==> config.mk <==
export PLATFORM = sky130hd
export DESIGN_NAME = multi_channel_input_debouncer_unit_flat
export DESIGN_NICKNAME = d
export VERILOG_FILES = /design/src/mcid_pkg.sv /design/src/mcid_in_if.sv /design/src/mcid_out_if.sv /design/src/multi_channel_input_debouncer_unit.sv /design/src/mcid_chan.sv /design/src/flat_wrapper.sv
export SDC_FILE = /design/constraint.sdc
export NUM_CORES = 1
export LEC_CHECK = 0
export ABC_AREA = 1
export BUFFER_PORTS_ARGS = -buffer_cell sky130_fd_sc_hd__buf_2
export CAP_MARGIN = 20
export CORE_MARGIN = 2
export CORE_UTILIZATION = 40
export CTS_CLUSTER_DIAMETER = 120
export DETAILED_ROUTE_END_ITERATION = 12
export SYNTH_ARGS = -nofsm -noshare
export SYNTH_HDL_FRONTEND = slang
export SYNTH_SLANG_ARGS = --single-unit
==> constraint.sdc <==
create_clock -name i_clk -period 8.2 [get_ports i_clk]
set_clock_uncertainty 0.1 [all_clocks]
set_input_delay 0.41 -clock i_clk [delete_from_list [all_inputs] [get_ports i_clk]]
set_output_delay 0.41 -clock i_clk [all_outputs]
set_load 0.1 [all_outputs]
==> src/mcid_pkg.sv <==
// ----------------------------------------------------------------------------
// Debouncer package
// Shared types, request codes and reset constants of the input debouncer.
// ----------------------------------------------------------------------------
package mcid_pkg;

    // Widths of the timestamp, the debounce times, the request code and the register index.
    localparam int TIME_W = 32;
    localparam int DEB_W  = 16;
    localparam int REQ_W  = 2;
    localparam int IDX_W  = 3;

    typedef logic [REQ_W-1:0]  t_req;
    typedef logic [TIME_W-1:0] t_time;
    typedef logic [DEB_W-1:0]  t_deb;
    typedef logic [IDX_W-1:0]  t_cfg_idx;

    // Request codes carried by an input beat.
    localparam t_req REQ_POLL      = 2'd0;
    localparam t_req REQ_WRITE_OUT = 2'd1;
    localparam t_req REQ_ALL_OFF   = 2'd2;
    localparam t_req REQ_CAPTURE   = 2'd3;

    // Configuration register indexes.
    localparam t_cfg_idx CFG_IN_ACTIVE_HIGH  = 3'd0;
    localparam t_cfg_idx CFG_OUT_ACTIVE_HIGH = 3'd1;
    localparam t_cfg_idx CFG_DEB_SHORT       = 3'd2;
    localparam t_cfg_idx CFG_DEB_LONG        = 3'd3;
    localparam t_cfg_idx CFG_LONG_MASK       = 3'd4;

    // Reset values of the configuration registers, cut to width where used.
    localparam logic [31:0] IN_ACTIVE_HIGH_RST  = 32'd176;
    localparam logic [31:0] OUT_ACTIVE_HIGH_RST = 32'd7;
    localparam t_deb        DEB_SHORT_RST       = 16'd20;
    localparam t_deb        DEB_LONG_RST        = 16'd50;
    localparam logic [31:0] LONG_MASK_RST       = 32'd128;

    // Command from the top level to every channel.
    typedef struct packed {
        logic adv;
        logic poll;
        logic capture;
    } t_chan_cmd;

    // Next state and edge flags reported by one channel.
    typedef struct packed {
        logic stable;
        logic rose;
        logic fell;
    } t_chan_res;

endpackage

==> src/mcid_in_if.sv <==
// ----------------------------------------------------------------------------
// Debouncer request channel
// Valid/ready channel that carries one request beat into the debouncer.
// ----------------------------------------------------------------------------
interface mcid_in_if #(
    parameter int NUM_INPUTS = 8,
    parameter int OUT_IDX_W  = 2
) ();
    logic                  valid;
    logic                  ready;
    mcid_pkg::t_req        req_type;
    logic [NUM_INPUTS-1:0] raw_pins;
    mcid_pkg::t_time       now_ms;
    logic [OUT_IDX_W-1:0]  out_index;
    logic                  out_value;

    modport source (
        output valid, req_type, raw_pins, now_ms, out_index, out_value,
        input  ready
    );

    modport sink (
        input  valid, req_type, raw_pins, now_ms, out_index, out_value,
        output ready
    );
endinterface

==> src/mcid_out_if.sv <==
// ----------------------------------------------------------------------------
// Debouncer result channel
// Valid/ready channel that carries one result beat out of the debouncer.
// ----------------------------------------------------------------------------
interface mcid_out_if #(
    parameter int NUM_INPUTS  = 8,
    parameter int NUM_OUTPUTS = 3
) ();
    logic                   valid;
    logic                   ready;
    logic [NUM_INPUTS-1:0]  stable_levels;
    logic [NUM_INPUTS-1:0]  rose_mask;
    logic [NUM_INPUTS-1:0]  fell_mask;
    logic                   any_active;
    logic [NUM_OUTPUTS-1:0] out_logic;
    logic [NUM_OUTPUTS-1:0] out_pins;

    modport source (
        output valid, stable_levels, rose_mask, fell_mask, any_active,
               out_logic, out_pins,
        input  ready
    );

    modport sink (
        input  valid, stable_levels, rose_mask, fell_mask, any_active,
               out_logic, out_pins,
        output ready
    );
endinterface

==> src/multi_channel_input_debouncer_unit.sv <==
// ----------------------------------------------------------------------------
// Multi-channel input debouncer
// Debounces the input pins per channel and keeps polarity-mapped outputs.
// ----------------------------------------------------------------------------
// Flow: an accepted request beat waits in the request register and moves on
// into the result register once that register is free or drains.
// Throughput: one beat per cycle unless results stall; the request register
// feeds one level of per-channel subtract and compare into the result register.
// Reset: configuration takes its default values, channel and output state
// clears to zero, and both the request and result registers are empty.
// ----------------------------------------------------------------------------
module multi_channel_input_debouncer_unit #(
    parameter int   NUM_INPUTS  = 8,
    parameter int   NUM_OUTPUTS = 3,
    localparam int  OUT_IDX_W   = (NUM_OUTPUTS > 1) ? $clog2(NUM_OUTPUTS) : 1,
    localparam int  CFG_W       = (NUM_INPUTS > NUM_OUTPUTS)
                                ? ((NUM_INPUTS > 16) ? NUM_INPUTS : 16)
                                : ((NUM_OUTPUTS > 16) ? NUM_OUTPUTS : 16)
) (
    input  logic                   i_clk,
    input  logic                   i_rst_n,
    input  logic                   i_cfg_we,
    input  mcid_pkg::t_cfg_idx     i_cfg_idx,
    input  logic [CFG_W-1:0]       i_cfg_data,
    mcid_in_if.sink                i_req,
    mcid_out_if.source             o_res
);

    localparam logic [OUT_IDX_W:0] NUM_OUT_L = (OUT_IDX_W+1)'(NUM_OUTPUTS);

    // Configuration registers.
    logic [NUM_INPUTS-1:0]  r_in_ah;
    logic [NUM_OUTPUTS-1:0] r_out_ah;
    mcid_pkg::t_deb         r_deb_short;
    mcid_pkg::t_deb         r_deb_long;
    logic [NUM_INPUTS-1:0]  r_long_mask;

    // Request register.
    logic                   r_in_valid;
    mcid_pkg::t_req         r_in_req;
    logic [NUM_INPUTS-1:0]  r_in_pins;
    mcid_pkg::t_time        r_in_now;
    logic [OUT_IDX_W-1:0]   r_in_idx;
    logic                   r_in_val;

    // Output state and result register.
    logic [NUM_OUTPUTS-1:0] r_out_logic;
    logic [NUM_OUTPUTS-1:0] n_out_logic;
    logic                   r_out_valid;
    logic [NUM_INPUTS-1:0]  r_res_stable;
    logic [NUM_INPUTS-1:0]  r_res_rose;
    logic [NUM_INPUTS-1:0]  r_res_fell;
    logic                   r_res_any;
    logic [NUM_OUTPUTS-1:0] r_res_logic;
    logic [NUM_OUTPUTS-1:0] r_res_pins;

    logic                   adv;
    logic [NUM_INPUTS-1:0]  norm;
    logic [NUM_INPUTS-1:0]  n_stable;
    logic [NUM_INPUTS-1:0]  n_rose;
    logic [NUM_INPUTS-1:0]  n_fell;
    mcid_pkg::t_chan_cmd    chan_cmd;

    // Configuration writes; unknown indexes are dropped.
    always_ff @(posedge i_clk) begin
        if (!i_rst_n) begin
            r_in_ah     <= mcid_pkg::IN_ACTIVE_HIGH_RST[NUM_INPUTS-1:0];
            r_out_ah    <= mcid_pkg::OUT_ACTIVE_HIGH_RST[NUM_OUTPUTS-1:0];
            r_deb_short <= mcid_pkg::DEB_SHORT_RST;
            r_deb_long  <= mcid_pkg::DEB_LONG_RST;
            r_long_mask <= mcid_pkg::LONG_MASK_RST[NUM_INPUTS-1:0];
        end else if (i_cfg_we) begin
            unique case (i_cfg_idx)
                mcid_pkg::CFG_IN_ACTIVE_HIGH: begin
                    r_in_ah <= i_cfg_data[NUM_INPUTS-1:0];
                end
                mcid_pkg::CFG_OUT_ACTIVE_HIGH: begin
                    r_out_ah <= i_cfg_data[NUM_OUTPUTS-1:0];
                end
                mcid_pkg::CFG_DEB_SHORT: begin
                    r_deb_short <= i_cfg_data[mcid_pkg::DEB_W-1:0];
                end
                mcid_pkg::CFG_DEB_LONG: begin
                    r_deb_long <= i_cfg_data[mcid_pkg::DEB_W-1:0];
                end
                mcid_pkg::CFG_LONG_MASK: begin
                    r_long_mask <= i_cfg_data[NUM_INPUTS-1:0];
                end
                default: begin
                end
            endcase
        end
    end

    // The request beat advances when the result register is free or drains.
    assign adv         = r_in_valid && (!r_out_valid || o_res.ready);
    assign i_req.ready = !r_in_valid || adv;

    always_ff @(posedge i_clk) begin
        if (!i_rst_n) begin
            r_in_valid <= 1'b0;
        end else if (i_req.ready) begin
            r_in_valid <= i_req.valid;
        end
    end

    always_ff @(posedge i_clk) begin
        if (i_req.valid && i_req.ready) begin
            r_in_req  <= i_req.req_type;
            r_in_pins <= i_req.raw_pins;
            r_in_now  <= i_req.now_ms;
            r_in_idx  <= i_req.out_index;
            r_in_val  <= i_req.out_value;
        end
    end

    // Normalize the pins so that 1 always means active.
    assign norm = ~(r_in_pins ^ r_in_ah);

    assign chan_cmd.adv     = adv;
    assign chan_cmd.poll    = (r_in_req == mcid_pkg::REQ_POLL);
    assign chan_cmd.capture = (r_in_req == mcid_pkg::REQ_CAPTURE);

    // One channel per input pin.
    for (genvar g = 0; g < NUM_INPUTS; g++) begin : g_chan
        mcid_pkg::t_chan_res ch_res;

        mcid_chan u_chan (
            .i_clk   (i_clk),
            .i_rst_n (i_rst_n),
            .i_cmd   (chan_cmd),
            .i_raw   (norm[g]),
            .i_now   (r_in_now),
            .i_deb   (r_long_mask[g] ? r_deb_long : r_deb_short),
            .o_res   (ch_res)
        );

        assign n_stable[g] = ch_res.stable;
        assign n_rose[g]   = ch_res.rose;
        assign n_fell[g]   = ch_res.fell;
    end

    // Output logic state; a write to a missing output is ignored.
    always_comb begin
        n_out_logic = r_out_logic;
        unique case (r_in_req) inside
            mcid_pkg::REQ_WRITE_OUT: begin
                if ({1'b0, r_in_idx} < NUM_OUT_L) begin
                    for (int k = 0; k < NUM_OUTPUTS; k++) begin
                        if (r_in_idx == OUT_IDX_W'(k)) begin
                            n_out_logic[k] = r_in_val;
                        end
                    end
                end
            end
            mcid_pkg::REQ_ALL_OFF, mcid_pkg::REQ_CAPTURE: begin
                n_out_logic = '0;
            end
            default: begin
            end
        endcase
    end

    always_ff @(posedge i_clk) begin
        if (!i_rst_n) begin
            r_out_logic <= '0;
        end else if (adv) begin
            r_out_logic <= n_out_logic;
        end
    end

    // Result register.
    always_ff @(posedge i_clk) begin
        if (!i_rst_n) begin
            r_out_valid <= 1'b0;
        end else if (adv) begin
            r_out_valid <= 1'b1;
        end else if (o_res.ready) begin
            r_out_valid <= 1'b0;
        end
    end

    always_ff @(posedge i_clk) begin
        if (adv) begin
            r_res_stable <= n_stable;
            r_res_rose   <= n_rose;
            r_res_fell   <= n_fell;
            r_res_any    <= |n_stable;
            r_res_logic  <= n_out_logic;
            r_res_pins   <= ~(n_out_logic ^ r_out_ah);
        end
    end

    assign o_res.valid         = r_out_valid;
    assign o_res.stable_levels = r_res_stable;
    assign o_res.rose_mask     = r_res_rose;
    assign o_res.fell_mask     = r_res_fell;
    assign o_res.any_active    = r_res_any;
    assign o_res.out_logic     = r_res_logic;
    assign o_res.out_pins      = r_res_pins;

    // A channel cannot rise and fall on the same beat.
    a_edge_excl: assert property (@(posedge i_clk) disable iff (!i_rst_n)
        o_res.valid |-> ((o_res.rose_mask & o_res.fell_mask) == '0))
        else $error("rise and fall flagged on the same channel");

    // Edge flags agree with the stable levels they produced.
    a_edge_level: assert property (@(posedge i_clk) disable iff (!i_rst_n)
        o_res.valid |-> ((o_res.rose_mask & ~o_res.stable_levels) == '0 &&
                         (o_res.fell_mask &  o_res.stable_levels) == '0))
        else $error("edge flag disagrees with stable level");

    // The boot inhibit flag follows the stable levels.
    a_any_active: assert property (@(posedge i_clk) disable iff (!i_rst_n)
        o_res.valid |-> (o_res.any_active == (|o_res.stable_levels)))
        else $error("any_active does not match stable levels");

    // A pending request with an empty result register moves on next cycle.
    a_advance: assert property (@(posedge i_clk) disable iff (!i_rst_n)
        (r_in_valid && !r_out_valid) |=> r_out_valid)
        else $error("request beat did not advance into an empty result register");

endmodule

==> src/mcid_chan.sv <==
// ----------------------------------------------------------------------------
// Debouncer channel
// State of one input channel: last raw level, stable level, change time.
// ----------------------------------------------------------------------------
module mcid_chan (
    input  logic                  i_clk,
    input  logic                  i_rst_n,
    input  mcid_pkg::t_chan_cmd   i_cmd,
    input  logic                  i_raw,
    input  mcid_pkg::t_time       i_now,
    input  mcid_pkg::t_deb        i_deb,
    output mcid_pkg::t_chan_res   o_res
);

    logic            r_last;
    logic            r_stable;
    mcid_pkg::t_time r_change;
    logic            n_last;
    logic            n_stable;
    mcid_pkg::t_time n_change;
    mcid_pkg::t_time elapsed;
    logic            settled;
    logic            rose;
    logic            fell;

    // Wrapping time since the last raw change, against the debounce time.
    assign elapsed = i_now - r_change;
    assign settled = elapsed >= {{(mcid_pkg::TIME_W-mcid_pkg::DEB_W){1'b0}}, i_deb};

    // Next state for a poll or a capture; other requests leave it alone.
    always_comb begin
        n_last   = r_last;
        n_stable = r_stable;
        n_change = r_change;
        rose     = 1'b0;
        fell     = 1'b0;
        if (i_cmd.capture) begin
            n_last   = i_raw;
            n_stable = i_raw;
            n_change = i_now;
        end else if (i_cmd.poll) begin
            if (i_raw != r_last) begin
                n_last   = i_raw;
                n_change = i_now;
            end else if (i_raw != r_stable && settled) begin
                n_stable = i_raw;
                rose     = i_raw;
                fell     = !i_raw;
            end
        end
    end

    // State moves only when the request beat advances to the result.
    always_ff @(posedge i_clk) begin
        if (!i_rst_n) begin
            r_last   <= 1'b0;
            r_stable <= 1'b0;
            r_change <= '0;
        end else if (i_cmd.adv) begin
            r_last   <= n_last;
            r_stable <= n_stable;
            r_change <= n_change;
        end
    end

    assign o_res.stable = n_stable;
    assign o_res.rose   = rose;
    assign o_res.fell   = fell;

endmodule

==> src/flat_wrapper.sv <==
// flat-port wrapper written by rule: the top's interface ports become plain ports
module multi_channel_input_debouncer_unit_flat 
#(
    parameter int   NUM_INPUTS  = 8,
    parameter int   NUM_OUTPUTS = 3,
    localparam int  OUT_IDX_W   = (NUM_OUTPUTS > 1) ? $clog2(NUM_OUTPUTS) : 1,
    localparam int  CFG_W       = (NUM_INPUTS > NUM_OUTPUTS)
                                ? ((NUM_INPUTS > 16) ? NUM_INPUTS : 16)
                                : ((NUM_OUTPUTS > 16) ? NUM_OUTPUTS : 16)
)
  (i_clk, i_rst_n, i_cfg_we, i_cfg_idx, i_cfg_data, i_req_valid, i_req_req_type, i_req_raw_pins, i_req_now_ms, i_req_out_index, i_req_out_value, i_req_ready, o_res_valid, o_res_stable_levels, o_res_rose_mask, o_res_fell_mask, o_res_any_active, o_res_out_logic, o_res_out_pins, o_res_ready);
  mcid_in_if #(.NUM_INPUTS(NUM_INPUTS), .OUT_IDX_W((2))) i_req_i ();
  mcid_out_if #(.NUM_INPUTS(NUM_INPUTS), .NUM_OUTPUTS(NUM_OUTPUTS)) o_res_i ();
  input  logic i_clk;
  input  logic i_rst_n;
  input  logic i_cfg_we;
  input  mcid_pkg::t_cfg_idx i_cfg_idx;
  input  logic [CFG_W-1:0] i_cfg_data;
  input wire logic [$bits(i_req_i.valid)-1:0] i_req_valid;
  input wire logic [$bits(i_req_i.req_type)-1:0] i_req_req_type;
  input wire logic [$bits(i_req_i.raw_pins)-1:0] i_req_raw_pins;
  input wire logic [$bits(i_req_i.now_ms)-1:0] i_req_now_ms;
  input wire logic [$bits(i_req_i.out_index)-1:0] i_req_out_index;
  input wire logic [$bits(i_req_i.out_value)-1:0] i_req_out_value;
  output wire logic [$bits(i_req_i.ready)-1:0] i_req_ready;
  output wire logic [$bits(o_res_i.valid)-1:0] o_res_valid;
  output wire logic [$bits(o_res_i.stable_levels)-1:0] o_res_stable_levels;
  output wire logic [$bits(o_res_i.rose_mask)-1:0] o_res_rose_mask;
  output wire logic [$bits(o_res_i.fell_mask)-1:0] o_res_fell_mask;
  output wire logic [$bits(o_res_i.any_active)-1:0] o_res_any_active;
  output wire logic [$bits(o_res_i.out_logic)-1:0] o_res_out_logic;
  output wire logic [$bits(o_res_i.out_pins)-1:0] o_res_out_pins;
  input wire logic [$bits(o_res_i.ready)-1:0] o_res_ready;
  assign i_req_i.valid = i_req_valid;
  assign i_req_i.req_type = i_req_req_type;
  assign i_req_i.raw_pins = i_req_raw_pins;
  assign i_req_i.now_ms = i_req_now_ms;
  assign i_req_i.out_index = i_req_out_index;
  assign i_req_i.out_value = i_req_out_value;
  assign i_req_ready = i_req_i.ready;
  assign o_res_valid = o_res_i.valid;
  assign o_res_stable_levels = o_res_i.stable_levels;
  assign o_res_rose_mask = o_res_i.rose_mask;
  assign o_res_fell_mask = o_res_i.fell_mask;
  assign o_res_any_active = o_res_i.any_active;
  assign o_res_out_logic = o_res_i.out_logic;
  assign o_res_out_pins = o_res_i.out_pins;
  assign o_res_i.ready = o_res_ready;
  multi_channel_input_debouncer_unit #(.NUM_INPUTS(NUM_INPUTS), .NUM_OUTPUTS(NUM_OUTPUTS)) u_core (.i_clk(i_clk), .i_rst_n(i_rst_n), .i_cfg_we(i_cfg_we), .i_cfg_idx(i_cfg_idx), .i_cfg_data(i_cfg_data), .i_req(i_req_i), .o_res(o_res_i));
endmodule
==> summary.md <==
| Metric | Value |
|---|---|
| Post-synth EDFFs | `76` |
| Site Rows | `113` |
| Leakage | `0.0229 uW` |
| P_sw | `2850 uW` |
| Yosys reg bits | `404` |
| Sequential power share | `0.305` |
| Final period util | `0.586` |
| Largest fanout on the critical path | `16` |
| Die Y | `314 microns` |
| Fin nets | `7197` |
| Vias in the first global route | `36000` |
| Total track usage | `0.269` |
| Sequential fraction of the synthesis area | `0.230` |
| Worst setup SP type | `register` |
| H-Tree Level Count | `2` |
| Mapped Cells | `6598` |
| Power share of the combinational group | `0.365` |
| Critical Path AT | `5.11 ns` |
| Final Max Tran Viols | `0` |
| Max-slew headroom | `0.269` |
| Worst-case clock buffer depth | `3` |
| Sw Share | `0.392` |
| Clock power share | `0.330` |
| Setup tns final | `0 ns` |
| Cell variety after synth | `41` |
| Vias after detailed routing | `39500` |
| Placer Congestion | `0.935` |
| Power per cell area | `169 nW/um^2` |
| FFs w/ async S/R, synth | `0` |
| Post-Syn Area | `38500 sq um` |
| Clock root buffer | `clkbuf_16` |
| Initial core utilization | `0.404` |
| Post-route ant nets | `0` |
| Fin. Hold Viols | `0` |
| Clk pin slew, worst setup/hold paths | `0.06 ns` |
| First-pass GRT wire length | `206000 microns` |
| Synth area leaders | `nand2_1 22%, dfxtp_1 17%, inv_1 13%` |
| Overall die area | `98600 sq um` |
| Ys flop type | `dfxtp_1` |
| First drt pass iteration count | `6` |
| Mapped Nets | `7055` |
| Core Util, Final | `0.451` |
| Routed vias/inst | `4.91` |
| Post-DP HPWL | `101000 microns` |
| Clk sink count | `404` |
| Initial antenna violation count | `4` |
| CTS buffer count | `53` |
| Core ar. | `95200 sq um` |
| IO Count | `102` |
| Worst-Margin Slew | `1.10 ns` |
| Worst hold-check path type | `input pin to register` |
| CP max stage cell | `clkinv_1` |
| Largest net degree at the start of global routing | `151` |
| VDD IR max | `0.000175 V` |
| Worst-Skew Late Latency | `0.65 ns` |
| Cell Int Power | `4420 uW` |
| Share of the synthesized area in the top cell type | `0.218` |
| Tmin final | `4.80 ns` |
| Final wirelength | `135000 microns` |
| Post CTS Setup Buffer Count | `0` |
| Critical Path End Type | `register` |
| Fmax | `208 MHz` |
| Most common cell on crit path | `nand2_1` |
| # setup viols final | `0` |
| Status | `finished, final reports clean` |
| Buffers on Ports | `101` |
| Number of remaining DRC errors | `0` |
| Layout cells sized above 1 | `0.0488` |
| Initial DRC count | `2850` |
| Kind of critical path | `register to register` |
| Remaining Overflow, GRT | `0` |
| Ys Warns | `0` |
| Mean Syn Cell Area | `5.83 sq um` |
| Maximum capacitance violations | `0` |
| WL/cell | `16.7 microns` |
| Cell taking the most area after synthesis | `nand2_1` |
| Unrepaired setup endpoints after global routing | `no` |
| Die width | `314 microns` |
| Worst path required time | `8.51 ns` |
| Critical Path Max Stage Delay | `0.55 ns` |
| Synth-to-layout area growth | `11.5%` |
| TritonCTS clock tree | `yes` |
==> layer usage <==
layer | GRT usage | up-vias | part of all wire | wire length [microns]
li1 | - | 20800 | - | -
met1 | 0.366 | 17600 | 0.46 | 62200
met2 | 0.443 | 988 | 0.45 | 60100
met3 | 0.0341 | 178 | 0.059 | 8000
met4 | 0.0842 | 0 | 0.032 | 4330
met5 | 0 | - | 0 | 0
==> kinds of logic after synthesis <==
family | Yosys count | share of synthesized area
xor+xnor | 134 | 0.0305
fa+ha+maj | 388 | 0.128
simple gates | 3231 | 0.338
buf+inv | 1447 | 0.141
flops | 404 | 0.230
compound gates | 994 | 0.133
==> cells in the mapped netlist, drive strengths merged, types with 2 or more instances <==
cell type     n
buf           3
fa            8
edfxtp       76
clkbuf      117
nand4        41
a21o          9
nor3         61
a211oi        9
nor2        546
o31a          3
clkinv       19
inv        1308
dfxtp       328
nor3b         2
o21ai       471
o21bai       16
nand3b       17
xor2        116
a21oi       478
o21a          4
and2         25
ha          380
xnor2        18
nand2      2263
or2          20
nand3       254
==> path summary, 6_finish.rpt <==
kind / from / depth (start not counted) / slack [ns] / end
hold reg to reg: u_core.g_chan[6].u_chan.r_change[20] / 2 / 0.36 / u_core.g_chan[6].u_chan.r_change[20]
setup reg to reg: u_core.r_in_now[0] / 28 / 3.40 / u_core.o_res.any_active
setup / recovery: u_core.r_in_now[0] / 28 / 3.40 / u_core.o_res.any_active
hold / removal: i_cfg_data[0] / 3 / 0.04 / u_core.r_deb_long[0]
==> stage by stage <==
step           std cells  instance area [sq um]  hold WS (ns)  total power, uW  worst slack [ns]
2_1_floorplan       6598                  38500         0.333             4160              4.55
3_3_place_gp        7884                  40400         0.345             4830              3.46
3_5_place_dp        7884                  40400         0.353             4850              3.47
4_1_cts             8044                  42800       0.00102             7310              3.46
5_1_grt             8049                  42900        0.0197             7790              3.02
6_report            8050                  42900        0.0414             7270              3.40
==> area by class of cell <==
type | count | area (sq um)
fill | 10300 | 52300
multi-input combinational | 4747 | 24200
sequential | 404 | 8850
inverter | 1327 | 4980
tap | 1265 | 1580
timing repair buffer | 207 | 1530
clock buffer | 63 | 1390
clock inverter | 36 | 360
antenna | 1 | 2.50
==> flip-flops by register name (all words and copies together), names as in the netlist, 2 cells and up <==
register and cells:
u_core.g_chan.u_chan.r_change 256, u_core.g_chan.u_chan.r_last 8, u_core.g_chan.u_chan.r_stable 8, u_core.o_res.fell_mask 8, u_core.o_res.out_logic 3, u_core.o_res.out_pins 3
u_core.o_res.rose_mask 8, u_core.o_res.stable_levels 8, u_core.r_deb_long 16, u_core.r_deb_short 16, u_core.r_in_ah 8, u_core.r_in_idx 2
u_core.r_in_now 32, u_core.r_in_pins 8, u_core.r_in_req 2, u_core.r_long_mask 8, u_core.r_out_ah 3, u_core.r_out_logic 3
==> power by group through the flow <==
| stage | sequential, uW | combinational (uW) | clock, uW |
|---|---|---|---|
| floorplan | 2290 | 1870 | 0 |
| global route | 2220 | 3030 | 2530 |
| detailed placement | 2260 | 2600 | 0 |
| global placement | 2250 | 2580 | 0 |
| finish | 2220 | 2650 | 2400 |
| CTS | 2210 | 2640 | 2460 |
==> worst max-delay path, delay by kind of cell (launching register included) <==
kind            cells  cell delay, ns
simple gates       20            1.88
xor+xnor            1            0.17
buf+inv             3            0.71
compound gates      1            0.17
fa+ha+maj           3            1.19
flops               1            0.32
==> repair_timing <==
action / CTS / global route
gates resized for setup: 0 / 0
hold endpoints to repair: 68 / 0
hold buffers: 61 / 0
==> layout by cell type, fill, tap and decap left out, types with 8 or more instances in the layout <==
cell and instances:
nor2_1 521, clkinv_2 10, nand2_2 37, clkinv_1 22, and2_1 25, buf_4 40
xnor2_1 18, dlygate4sd3_1 61, nor3_1 55, buf_2 100, inv_2 12, nand3_1 254
inv_1 1296, nand3b_1 17, o21ai_0 467, or2_2 15, a21o_1 9, nor2_2 24
a21oi_1 477, clkbuf_16 53, nand2_1 2226, a211oi_1 9, o21bai_1 16, fa_1 8
ha_1 380, dfxtp_1 328, edfxtp_1 76, nand4_1 41, xor2_1 116
Power figures use the tool's default switching activity.
